<file path="src/design/fns_pkg.sv">
package fns_pkg;

   localparam int NORM_W    = 16;
   localparam int COORD_W   = 32;
   localparam int RED_BITS  = 30;
   localparam int SUM_W     = 2 * RED_BITS + 2;
   localparam int LEN_W     = RED_BITS + 1;
   localparam int QUOT_W    = 15;
   localparam int FRAC_BITS = 14;

   localparam logic [15:0] SCALE_RESET = 16'd256;
   localparam logic [QUOT_W-1:0] NORM_ONE = 15'd16384;

   localparam int LAT_SCALE = 2;
   localparam int LAT_CROSS = 9;
   localparam int LAT_SQRT  = 31;
   localparam int LAT_DIV   = QUOT_W + 1;
   localparam int LAT_TOTAL = LAT_SCALE + LAT_CROSS + LAT_SQRT + LAT_DIV + 1;

   typedef logic [8:0][COORD_W-1:0] vert_type;
   typedef logic [2:0][NORM_W-1:0]  nrm_type;
   typedef logic [2:0][RED_BITS-1:0] mag_type;

endpackage

</file>
<file path="src/design/fns_delay.sv">
module fns_delay import fns_pkg::*; #(
   parameter int W = 8,
   parameter int D = 2
) (
   input  logic         clock,
   input  logic         en,
   input  logic [W-1:0] din,
   output logic [W-1:0] dout
);

   logic [W-1:0] line_ff [D];

   always_ff @(posedge clock) begin
      if (en) begin
         line_ff[0] <= din;
         for (int k = 1; k < D; k++) begin
            line_ff[k] <= line_ff[k-1];
         end
      end
   end

   assign dout = line_ff[D-1];

endmodule

</file>
<file path="config.mk">
export PLATFORM = sky130hd
export DESIGN_NAME = fns_delay
export DESIGN_NICKNAME = d
export VERILOG_FILES = /design/src/design/fns_pkg.sv /design/src/design/fns_delay.sv
export SDC_FILE = /design/constraint.sdc
export NUM_CORES = 1
export LEC_CHECK = 0
export BUFFER_PORTS_ARGS = -buffer_cell sky130_fd_sc_hd__buf_2
export CAP_MARGIN = 20
export CORE_MARGIN = 4
export CORE_UTILIZATION = 40
export CTS_BUF_LIST = sky130_fd_sc_hd__clkbuf_2 sky130_fd_sc_hd__clkbuf_4 sky130_fd_sc_hd__clkbuf_8
export CTS_CLUSTER_SIZE = 12
export DETAILED_ROUTE_END_ITERATION = 12
export MAX_ROUTING_LAYER = met4
export PLACE_DENSITY = 0.75
export SLEW_MARGIN = 20
export SYNTH_ARGS = -nofsm -noshare
export SYNTH_HDL_FRONTEND = slang
export SYNTH_SLANG_ARGS = --single-unit
</file>
<file path="constraint.sdc">
create_clock -name clock -period 0.8 [get_ports clock]
set_input_delay 0.04 -clock clock [delete_from_list [all_inputs] [get_ports clock]]
set_output_delay 0.04 -clock clock [all_outputs]
set_load 0.01 [all_outputs]
</file>
==> results.yml <==
logic_synthesis:
  synth.avg_cell_area_um2: 22.5
  syn_nets: 34
  synth_top_cell_by_area: "edfxtp_1"
  synth_cell_type_count: 2
  yosys_warnings: 0
  synth_cells: 24
  synth_top_area_share_pct: 88.9
  seq_area_frac_synth_pct: 88.9
  ys_seq_elements: 16
  netlist_area_um2: 541
  synth_area_leaders: "edfxtp_1, buf_4"
power_and_ir_drop:
  fin_total_pwr_w: 0.00151
  power_density_nw_per_um2: 2190
  power_leakage_nw: 0.272
  ir_drop_v: 0.00110
clock_network:
  h-tree-depth: 1
  cts_resized: 0
  clock_path_buffers: 2
  root_buffer: "clkbuf_4"
  clk_latency_ns: 0.28
  cts.sinks: 16
  cts_tree: "yes"
  cts_buffers: 3
  clk_pin_slew_ns: 0.08
sta:
  slew_violations: 0
  setup_ws_ns: -0.0277
  max_slew_margin_pct: 78.7
  whs_ns: 0.171
  setup_violations: 8
  clock_skew_ns: 0.00500
  period_share_pct: 103
  finalCriticalPeriod_ns: 0.828
  tightest_slew_ns: 0.320
  tns_ns: -0.138
  hold_viol_final: 0
  rsz0062_at_grt: "true"
  max_freq_mhz: 1210
layout:
  nFillCells: 95
  final_nets: 56
  top_register: "line_ff"
  final_common_cell: "buf_2"
  largest_register_ff_count: 16
  mostFrequentLayoutCells: "buf_2, edfxtp_1, dlygate4sd3_1"
  multi_input_area_um2: 0
  multi_input_gates: 0
  reg_top3: "line_ff: 16 flops"
  area_growth_pct: 27.5
  diodes: 0
  drive_gt1_share_pct: 44.4
  fin_area_um2: 689
worst_setup_path:
  crit_arrival_ns: 0.79
  rr_worst_depth: 0
  start_kind: "flip-flop"
  cp_num_buf_inv: 1
  crit_chain: "buf_2"
  crit_family: "flip-flops"
  slowest_stage: "edfxtp_1"
  r2r_slack_ns: 0.17
  critPathMaxFanout: 1
  worst_setup_path_end_kind: "output pin"
  slowest_delay_ns: 0.37
  r2r-start: "line_ff[0][0]"
  cp_data_required_time_ns: 0.76
  r2r_end: "line_ff[0][8]"
  path_class: "reg -> out"
drt:
  wirelength_um: 693
  drt_iter0_markers: 2
  wire_per_inst_um: 11.7
  drc: 0
  drt-vias-per-instance: 4.31
  vias: 254
  ant_nets: 0
  firstDrtPassIters: 2
floorplanning:
  start_util_pct: 45.6
  die_h_um: 44.8
  core-area_um2: 1190
  rows: 12
  ios: 18
  die_w_um: 44.8
  die_area_um2: 2000
hold_path:
  whs_path_depth: 1
  holdPathEnd: "line_ff[0][1]"
  hp-class: "in -> reg"
  hold_start: "en"
grt:
  grt_max_degree: 17
  grt.total_usage_pct: 9.70
  antenna_found_initial: 0
  grt_first_pass_wirelength_um: 1200
  grt_overflow: 0
  grt_pass1_vias: 291
place:
  post_dp_cell_area_um2: 583
  place_congestion: 0.593
  place_ws_ns: 0.121
  io_buffer_count: 17
job:
  drv_cap: 0
outcome:
  status: "complete, but fails checks"
  violations: "setup timing"
## worst max path at each step
stage	from	end	slack (ns)	cells after the start
2_1_floorplan	line_ff[0][2]	line_ff[0][10]	0.21	0
3_3_place_gp	en	line_ff[0][10]	0.15	1
3_5_place_dp	en	line_ff[0][12]	0.12	1
4_1_cts	line_ff[0][11]	dout[3]	-0.05	1
5_1_grt	line_ff[0][15]	dout[7]	-0.09	1
6_report	line_ff[0][12]	dout[4]	-0.03	1
## synthesized netlist by cell type
master	count
edfxtp_1	16
buf_4	8
## report_power, final
part	leakage (nW)	internal [W]	switching (W)	total (W)
Clock	0.0154	0.000181	0.000221	0.000402
Sequential	0.157	0.000992	0.0000129	0.00101
Combinational	0.100	0.0000578	0.0000474	0.000105
## layer usage
| metal | global-route usage, % | vias up | routed length [um] |
|---|---|---|---|
| met5 | - | - | 0 |
| met4 | 9.04 | 0 | 30 |
| met3 | 5.18 | 3 | 109 |
| met2 | 15.2 | 21 | 315 |
| met1 | 7.94 | 109 | 238 |
| li1 | - | 121 | - |
## area by class of cell
class                 instances  area (um2)  area share (%)
sequential                   16         480            69.7
clock inverter                1        3.75           0.544
timing repair buffer         25         165            24.0
clock buffer                  3        22.5            3.27
tap                          14        17.5            2.54
## timing repair
action                                  in CTS  in global routing
buffers inserted                             0                  0
hold buffers                                 8                  0
endpoints found under the setup margin       8                  8
pin swaps                                    0                  0
hold endpoints to repair                     8                  0
## through the flow
| step | instances | utilization, % |
|---|---|---|
| final | 59 | 58.1 |
| after global routing | 59 | 58.1 |
| after CTS | 59 | 58.1 |
| after detailed placement | 47 | 49.2 |
| after global placement | 47 | 49.2 |
| after floorplan | 24 | - |
## logic make-up (layout without fill, tap and decap cells)
group / after synthesis / in the layout / synth area share (%)
buf+inv: 8 / 29 / 11.1
flops: 16 / 16 / 88.9
Note: power is estimated with default switching activity, not from simulation.
