`config.mk`:
```
export PLATFORM = sky130hd
export DESIGN_NAME = fns_sqrt
export DESIGN_NICKNAME = d
export VERILOG_FILES = /design/src/design/fns_pkg.sv /design/src/design/fns_sqrt.sv
export SDC_FILE = /design/constraint.sdc
export NUM_CORES = 2
export LEC_CHECK = 0
export BUFFER_PORTS_ARGS = -buffer_cell sky130_fd_sc_hd__buf_2
export CORE_MARGIN = 4
export CORE_UTILIZATION = 35
export DETAILED_ROUTE_END_ITERATION = 8
export PLACE_DENSITY = 0.54
export SETUP_SLACK_MARGIN = 0.02
export SLEW_MARGIN = 25
export SYNTH_ARGS = -nofsm -noshare
export SYNTH_HDL_FRONTEND = slang
export SYNTH_SLANG_ARGS = --single-unit
export TNS_END_PERCENT = 1
```
`constraint.sdc`:
```
create_clock -name clock -period 9.29 [get_ports clock]
set_clock_uncertainty 0.1 [all_clocks]
set_input_delay 0.4645 -clock clock [delete_from_list [all_inputs] [get_ports clock]]
set_output_delay 0.4645 -clock clock [all_outputs]
set_load 0.01 [all_outputs]
```
`src/design/fns_pkg.sv`:
```
package fns_pkg;

   localparam int NORM_W    = 16;
   localparam int COORD_W   = 32;
   localparam int RED_BITS  = 30;
   localparam int SUM_W     = 2 * RED_BITS + 2;
   localparam int LEN_W     = RED_BITS + 1;
   localparam int QUOT_W    = 15;
   localparam int FRAC_BITS = 14;

   localparam logic [15:0] SCALE_RESET = 16'd256;
   localparam logic [QUOT_W-1:0] NORM_ONE = 15'd16384;

   localparam int LAT_SCALE = 2;
   localparam int LAT_CROSS = 9;
   localparam int LAT_SQRT  = 31;
   localparam int LAT_DIV   = QUOT_W + 1;
   localparam int LAT_TOTAL = LAT_SCALE + LAT_CROSS + LAT_SQRT + LAT_DIV + 1;

   typedef logic [8:0][COORD_W-1:0] vert_type;
   typedef logic [2:0][NORM_W-1:0]  nrm_type;
   typedef logic [2:0][RED_BITS-1:0] mag_type;

endpackage

```
`src/design/fns_sqrt.sv`:
```
module fns_sqrt import fns_pkg::*; (
   input  logic             clock,
   input  logic             en,
   input  logic [SUM_W-1:0] v,
   output logic [LEN_W-1:0] root
);

   logic [SUM_W-1:0] rem_ff  [LAT_SQRT];
   logic [62:0]      root_ff [LAT_SQRT];

   for (genvar k = 0; k < LAT_SQRT; k++) begin : g_stage
      localparam logic [62:0] BIT = 63'(1) << (2 * (LAT_SQRT - 1 - k));
      logic [SUM_W-1:0] rem_prev;
      logic [62:0]      root_prev;
      logic [62:0]      trial;
      if (k == 0) begin : g_first
         assign rem_prev  = v;
         assign root_prev = '0;
      end else begin : g_next
         assign rem_prev  = rem_ff[k-1];
         assign root_prev = root_ff[k-1];
      end
      assign trial = root_prev + BIT;
      always_ff @(posedge clock) begin
         if (en) begin
            if (63'(rem_prev) >= trial) begin
               rem_ff[k]  <= SUM_W'(63'(rem_prev) - trial);
               root_ff[k] <= (root_prev >> 1) + BIT;
            end else begin
               rem_ff[k]  <= rem_prev;
               root_ff[k] <= root_prev >> 1;
            end
         end
      end
   end

   assign root = root_ff[LAT_SQRT-1][LEN_W-1:0];

endmodule

```
==> reports/metrics.yaml <==
route:
  drt_iter0_drc: 6434
  first_pass_iters: 7
  vias_per_cell: 5.275
  drc: 0
  vias: 74020
  ant_nets: 0
  avgRoutedWirePerCell_um: 22.21
  routed_wl_mm: 311.7
setup_path:
  r2r_slack_ns: 4.34
  crit_type: "flop to flop"
  ff2ff_path_depth: 10
  cp-start-kind: "flop"
  crit_arrival_ns: 5.43
  required_ns: 9.77
  crit_path_max_fanout: 32
  crit_path_end_kind: "flop"
worst_hold_path:
  hold_class: "input pin to flop"
  hold_depth: 2
sta:
  rsz0062_at_grt: "false"
  slew_headroom_pct: 18.89
  fin_tns_setup_ns: 0
  finalHoldViolCount: 0
  slew_viol_final: 0
  fmax_mhz: 202.1
  setup_viol_count_final: 0
  fin_crit_ns: 4.947
  fin_crit_sh_pct: 53.25
  worst_slew_pin_slew_ns: 1.217
layout:
  layout_commonest_cell: "edfxtp_1"
  n_antenna_cell: 0
  final_layout_size_suffix_gt1_share_pct: 7.200
  final_cell_mix: "edfxtp_1, nand2_1, inv_1"
  layoutNonFillerInstCount: 14030
  final_net_count: 10090
  syn_to_final_growth_pct: 13.13
clock_tree:
  path_clk_slew_ns: 0.06
  clock_latency_ns: 0.91
  cts_sinks: 2356
  cts-buffers-inserted: 273
  cts_root_buffer: "clkbuf_16"
  cts_buffer_depth: 4
  htree_levels: 5
  postCtsSetupBuffers: 0
  cts_tree: "built"
floorplanning:
  die-height_um: 579.8
  die_area_mm2: 0.3362
  die_w_um: 579.8
  pin_count: 95
  start_util_pct: 35.24
  rows: 209
  core_mm2: 0.3248
logic_synthesis:
  synth_top_area_share_pct: 61.82
  synth.area.top_cells: "edfxtp_1, ha_1, xnor2_1"
  seq_area_frac_synth_pct: 61.82
  ys.flop_type: "edfxtp_1"
  syn_area_per_cell_um2: 12.37
  synth.largest_area_cell: "edfxtp_1"
  syn_area_mm2: 0.1144
  synth-edff-count: 2356
  synthCells: 9254
  synth_cell_type_count: 96
  synth_nets: 9843
  yosys_warnings: 0
  async_reset_ff_share_pct: 0
  synth-seq-cells: 2356
global_routing:
  antenna_found_initial: 13
  grt_pass1_vias: 72760
  grt_max_degree: 173
  grtUsageTotal_pct: 18.04
  grt_pass1_wl_mm: 467.1
  grt_overflow: 0
run:
  max-cap-violations: 0
power:
  power_density_mw_per_mm2: 245.5
  p_leak_nw: 47.54
  ir_drop_mv: 0.1436
placement:
  place.port_buffers: 94
  gp_congestion: 0.9159
  hpwl_mm: 240.5
  dp_cells: 13490
status:
  status: "finished, final reports clean"
==> where the power goes <==
group	switching (mW)	internal (mW)	total (mW)
clock	4.30	6.15	10.5
combinational	4.10	2.54	6.64
sequential	1.23	13.5	14.7
==> logic make-up (layout without fill, tap and decap cells) <==
| logic type | count (synthesis) | in the layout | synth area share (%) |
|---|---|---|---|
| AOI/OAI and AO/OA | 1756 | 1756 | 9.633 |
| DFF | 2356 | 2356 | 61.82 |
| buffers and inverters | 894 | 1349 | 2.938 |
| muxes | 67 | 67 | 0.6385 |
| adders and majority gates | 525 | 525 | 5.740 |
| and+or+nand+nor | 2833 | 2833 | 12.94 |
| xor gates and xnor gates | 823 | 823 | 6.298 |
==> synth_stat cells, types with 16 or more instances <==
cell type / instances
edfxtp_1: 2356
nand2_1: 710
inv_1: 651
ha_1: 525
nor2_1: 502
o21ai_0: 496
a21oi_1: 480
xnor2_1: 434
xor2_1: 389
nor4_1: 348
nor3_1: 279
a21o_1: 243
clkbuf_1: 225
nand4_1: 180
nand3_1: 143
nand2b_1: 103
o21a_1: 91
or3_1: 83
or4_1: 79
nor2b_1: 68
o21bai_1: 57
nor4b_1: 54
mux2_2: 48
o31ai_1: 45
or2_2: 45
a31oi_1: 42
and2_1: 41
and3_1: 40
a211oi_1: 37
nand3b_1: 34
o211ai_1: 32
a21boi_0: 24
and4_1: 24
nor3b_1: 20
o2111ai_1: 20
mux2i_1: 19
nand4b_1: 19
and4b_1: 18
a211o_1: 16
==> sequential cells by signal, indices dropped and copies added (netlist names) <==
name	flops
root_ff	496
rem_ff	1860
==> critical path: stages (launching register included) <==
cell and delay, ns:
edfxtp_1 0.41, or3_1 0.44, or4_1 0.45, or4_1 0.50, nor4_1 0.49, o211a_1 0.25
and3_1 0.70, inv_2 0.49, nand2b_1 0.54, nor3_1 0.13, xor2_1 0.16
==> stage by stage <==
stage                     total power [mW]  setup WS, ns  area [µm²]  utilization (%)  hold WS [ns]
final                                31.78         4.343      129500            39.86        0.1882
after global routing                 33.38         4.082      129500            39.86        0.1138
after CTS                            32.08         4.371      129400            39.84       0.07841
after detailed placement             21.45         4.403      120100            36.97        0.3293
after global placement               21.43         4.420      120100            36.97        0.3256
after floorplan                      19.01         4.707      114400                -        0.3166
==> path summary, 6_finish.rpt <==
path	startpoint	endpoint
max reg2reg	rem_ff[1][484]$_DFFE_PP_	rem_ff[1][548]$_DFFE_PP_
min reg2reg	rem_ff[0][756]$_DFFE_PP_	rem_ff[0][818]$_DFFE_PP_
min	v[59]	rem_ff[0][59]$_DFFE_PP_
max	rem_ff[1][484]$_DFFE_PP_	rem_ff[1][548]$_DFFE_PP_
==> final cells by class <==
cell class	instances	area [µm²]
fill	30570	195300
sequential	2356	70750
inverter	653	2451
clock buffer	314	7134
multi-input combinational	6004	40500
clock inverter	167	1543
tap	4325	5411
timing repair buffer	215	1690
==> what timing repair did <==
action / 4_1_cts / 5_1_grt
hold endpoints to repair: 95 / 0
hold buffers: 63 / 0
resized for setup: 0 / 0
==> layer usage <==
metal / vias up / track usage [%] / part of all wire (%)
li1: 35250 / - / -
met1: 36240 / 24.04 / 44
met2: 2079 / 30.59 / 48
met3: 453 / 2.512 / 5.4
met4: 0 / 5.324 / 3.0
met5: - / 0 / 0
Note: power is estimated with default switching activity, not from simulation.
