$ cat config.mk
export PLATFORM = sky130hd
export DESIGN_NAME = fns_div
export DESIGN_NICKNAME = d
export VERILOG_FILES = /design/src/design/fns_pkg.sv /design/src/design/fns_div.sv
export SDC_FILE = /design/constraint.sdc
export NUM_CORES = 2
export LEC_CHECK = 0
export BUFFER_PORTS_ARGS = -buffer_cell sky130_fd_sc_hd__clkbuf_2
export CAP_MARGIN = 20
export CORE_MARGIN = 3
export CORE_UTILIZATION = 40
export CTS_CLUSTER_DIAMETER = 120
export DETAILED_ROUTE_END_ITERATION = 8
export SLEW_MARGIN = 15
export SYNTH_ARGS = -nofsm -noshare
export SYNTH_HDL_FRONTEND = slang
export SYNTH_SLANG_ARGS = --single-unit
$ cat constraint.sdc
create_clock -name clock -period 3.4 [get_ports clock]
set_input_delay 0.51 -clock clock [delete_from_list [all_inputs] [get_ports clock]]
set_output_delay 0.51 -clock clock [all_outputs]
set_load 0.02 [all_outputs]
$ cat src/design/fns_pkg.sv
package fns_pkg;

   localparam int NORM_W    = 16;
   localparam int COORD_W   = 32;
   localparam int RED_BITS  = 30;
   localparam int SUM_W     = 2 * RED_BITS + 2;
   localparam int LEN_W     = RED_BITS + 1;
   localparam int QUOT_W    = 15;
   localparam int FRAC_BITS = 14;

   localparam logic [15:0] SCALE_RESET = 16'd256;
   localparam logic [QUOT_W-1:0] NORM_ONE = 15'd16384;

   localparam int LAT_SCALE = 2;
   localparam int LAT_CROSS = 9;
   localparam int LAT_SQRT  = 31;
   localparam int LAT_DIV   = QUOT_W + 1;
   localparam int LAT_TOTAL = LAT_SCALE + LAT_CROSS + LAT_SQRT + LAT_DIV + 1;

   typedef logic [8:0][COORD_W-1:0] vert_type;
   typedef logic [2:0][NORM_W-1:0]  nrm_type;
   typedef logic [2:0][RED_BITS-1:0] mag_type;

endpackage

$ cat src/design/fns_div.sv
module fns_div import fns_pkg::*; (
   input  logic                clock,
   input  logic                en,
   input  logic [RED_BITS-1:0] m,
   input  logic [LEN_W-1:0]    len,
   output logic [QUOT_W-1:0]   quot
);

   localparam int NUM_W = RED_BITS + FRAC_BITS + 1;

   logic [NUM_W-1:0]  num_ff;
   logic [LEN_W-1:0]  den_ff [QUOT_W];
   logic [NUM_W-1:0]  rem_ff [QUOT_W];
   logic [QUOT_W-1:0] q_ff   [QUOT_W];

   always_ff @(posedge clock) begin
      if (en) begin
         num_ff    <= NUM_W'({m, FRAC_BITS'(0)}) + NUM_W'(len >> 1);
         den_ff[0] <= len;
         for (int k = 1; k < QUOT_W; k++) begin
            den_ff[k] <= den_ff[k-1];
         end
      end
   end

   for (genvar k = 0; k < QUOT_W; k++) begin : g_step
      localparam int S = QUOT_W - 1 - k;
      logic [NUM_W-1:0]  rem_prev;
      logic [QUOT_W-1:0] q_prev;
      logic [NUM_W+S:0]  trial;
      if (k == 0) begin : g_first
         assign rem_prev = num_ff;
         assign q_prev   = '0;
      end else begin : g_next
         assign rem_prev = rem_ff[k-1];
         assign q_prev   = q_ff[k-1];
      end
      assign trial = (NUM_W+S+1)'(den_ff[k]) << S;
      always_ff @(posedge clock) begin
         if (en) begin
            if ((NUM_W+S+1)'(rem_prev) >= trial) begin
               rem_ff[k] <= NUM_W'((NUM_W+S+1)'(rem_prev) - trial);
               q_ff[k]   <= q_prev | (QUOT_W'(1) << S);
            end else begin
               rem_ff[k] <= rem_prev;
               q_ff[k]   <= q_prev;
            end
         end
      end
   end

   assign quot = q_ff[QUOT_W-1];

endmodule

==> impl_results.md <==
- CTS tree: built
- Critical-path top delay cell: edfxtp_1
- Peak fanout along the critical path: 6
- H-tree levels: 4
- Wire length per cell: 18.6 µm
- Gate Count Post-Synth: approximately 6,600
- Vias: 53,022
- RSZ-0062 raised after global routing: true
- Clock Path Buffers: 3
- First-pass GRT wire length: about 290 mm
- Worst Tran Pin Value: between 0.8 and 0.9 ns
- Final Skew: roughly 0.037 ns
- Initial antenna violation count: 2
- Slowest cell delay on critical path: approximately 0.38 ns
- Startpoint Class: register
- Number of global-route vias before repair: 55,100
- Internal: around 48 mW
- Synth async-reset ratio: 0
- Min-Delay Path Class: in -> reg
- Synth cell types: approximately 110
- Violated checks: negative setup slack
- Most common flop cell mapped by yosys: edfxtp_1
- Pwr/cell area: about 830 nW/µm²
- Syn_nets: 7,115
- NetSw: roughly 27 mW
- Worst slew margin: 0.405
- Initial Utilization: 0.403
- IO Port Bufs: 77
- Clock network power share: 0.202
- Final Worst Setup Slack: -0.110 ns
- Via density: ~5.2
- Register area: between 30,000 and 40,000 µm²
- WHS: 0.0799 ns
- Row count: approximately 150
- Tot GR Track Use: 0.200
- Final Hold Viols: 0
- CTS root buf: clkbuf_16
- Max_cap viols: 0
- Total grt overflow: 0
- Crit-path most repeated cell: a21o_1
- Area contributors post-synth: edfxtp_1 53%, ha_1 8.5%, a21oi_1 3.9%
- Finished Core Util: 0.513
- Fin crit share: 1.03
- Die height: roughly 430 µm
- Final min period: 3.51 ns
- Sequential-to-total area share from yosys stat: 0.526
- Combinational power share: 0.470
- Final-report max-slew violation count: 0
- Mapped Area: around 71,000 µm²
- Largest net degree at the start of global routing: around 170
- Max Clock Freq: ~0.28 GHz
- Clock sinks: between 1,000 and 1,500
- Die area: between 150,000 and 200,000 µm²
- Routed WL: approximately 190 mm
- Cells along the critical path: inv_1 -> ha_2 -> inv_2 -> fa_2 -> a21o_1 -> a221oi_2 -> nand4bb_4 -> and3_4 -> o21ai_4 -> a21o_1 -> a41oi_2 -> o211ai_1 -> buf_6 -> buf_12 -> mux2_4
- Flop pwr share: 0.328
- Yosys top cell by area: edfxtp_1
- DRT Pass-1 Iters: 5
- Drt drc: 0
- Syn. warnings: 0
- Final Setup Violations: 70
- Post-route ant nets: 0
- Share of the synthesized area in the top cell type: 0.526
- # IOs: around 80
- Synthesized area per cell: between 10 and 15 µm²
- Number of enable flip-flop cells after synthesis: 1,246
- WP data arrival: 4.03 ns
- Static Leak: about 37 nW
- Critical path class: reg -> reg
- Core ar.: around 180,000 µm²
- Area growth, synth to finish: 27.2%
- Final #Nets: ~8,200
- R2R Setup Slk: -0.11 ns
- Multi-input logic area: 33,300 µm²
- Status: complete, but fails checks
- Num CTS Buffers: approximately 150
- HPWL after DPL: ~140 mm
- Share of cells above drive strength 1: 0.243
- Flops & latches, synth: around 1,200
- Nature of the critical path endpoint: register
- 1st-iter DRT viols: 2,664
- Die X: ~430 µm
- Crit path required time: 3.92 ns
- GP Congestion: just under 1
- Later-pin clock latency in the skew report: 0.80 ns
- Filler cells: around 15,000
- Clock-pin slew on the worst setup and hold paths: around 0.06 ns
- Switch share: 0.363
- Worst VDD drop: 442 µV
cells in the final DEF (no fill, tap or decap), drive strengths merged, types with 69 or more instances in the layout:
cell	n
clkbuf	271
a21oi	562
xnor2	274
nor2	410
o21ai	454
nor3	88
inv	617
mux2	76
nand2	522
nand4	100
a21o	257
nand3	102
a31oi	69
xor2	214
buf	1049
edfxtp	1246
ha	481
path summary, 6_finish.rpt:
kind	startpoint	endpoint	cells after the start
max	rem_ff[0][189]	rem_ff[0][257]	15
min	m[16]	g_step[0].rem_prev[30]	2
max reg2reg	rem_ff[0][189]	rem_ff[0][257]	15
min reg2reg	q_ff[0][87]	q_ff[0][102]	0
synthesized netlist by cell type (all sizes together) (88+ instances only):
| library cell | number |
|---|---|
| a21oi | 562 |
| nor2 | 408 |
| nand4 | 100 |
| xor2 | 214 |
| a21o | 257 |
| nand3 | 102 |
| ha | 481 |
| inv | 609 |
| o21ai | 454 |
| edfxtp | 1246 |
| nand2 | 522 |
| nor3 | 88 |
| xnor2 | 274 |
| clkbuf | 160 |
sequential cells by signal, indices dropped and copies added (netlist names):
name and count:
q_ff 120, rem_ff 630, g_step.rem_prev 45, den_ff 451
timing repair:
action                                 4_1_cts  5_1_grt
pin swaps                                   74      200
cloned                                      14       11
resized for setup                          180      531
buffers inserted                            49       86
endpoints found under the hold margin       43        0
setup endpoints to repair                  420      456
hold buffers                                43        0
cell families (layout without fill, tap and decap cells):
logic type | after synthesis | in the layout | synth area share
other | 0 | 2 | 0
DFF | 1246 | 1246 | 0.526
xor gates and xnor gates | 488 | 488 | 0.0601
adders and majority gates | 496 | 496 | 0.0888
muxes | 87 | 87 | 0.0136
buffers and inverters | 826 | 2053 | 0.0445
and+or+nand+nor | 1663 | 1665 | 0.114
AOI/OAI and AO/OA | 1750 | 1750 | 0.153
final cells by class:
| class | count | area share |
|---|---|---|
| clock buffer | 186 | 0.0427 |
| sequential | 1246 | 0.413 |
| timing repair buffer | 1180 | 0.110 |
| antenna | 2 | 0.0000553 |
| clock inverter | 78 | 0.00836 |
| tap | 2340 | 0.0323 |
| multi-input combinational | 4486 | 0.368 |
| inverter | 609 | 0.0252 |
routing by layer:
metal,track usage,up-vias,share of wire
met3,0.0250,616,0.025
met4,0.141,0,0.084
met1,0.181,25013,0.34
li1,-,26258,-
met5,0,-,0
met2,0.402,1135,0.55
power groups by stage:
stage	clock network, mW	registers (mW)	logic [mW]
after floorplan	0	23.7	21.0
after global placement	0	24.7	31.7
after detailed placement	0	24.7	32.0
after CTS	15.6	24.4	33.2
after global routing	16.3	24.9	38.6
final	15.2	24.6	35.2
critical path: cells and delay by family (launching register included):
family / cells / cell delay (ns)
AOI/OAI and AO/OA: 6 / 1.14
adders and majority gates: 2 / 0.53
buffers and inverters: 4 / 0.47
and+or+nand+nor: 2 / 0.43
DFF: 1 / 0.38
muxes: 1 / 0.29
through the flow:
stage / std cells / power [mW] / setup WS (ns) / TNS [ns] / cell area (µm²)
after floorplan: 6556 / 44.7 / 0.0236 / 0 / 71200
after global placement: 9672 / 56.4 / -0.470 / -44.79 / 80900
after detailed placement: 9672 / 56.7 / -0.353 / -53.75 / 80900
after CTS: 10039 / 73.2 / -0.137 / -1.60 / 87500
after global routing: 10127 / 79.8 / -0.253 / -16.46 / 90500
final: 10127 / 75.0 / -0.110 / -2.87 / 90500
No activity file was read; power rests on OpenSTA's default activity.
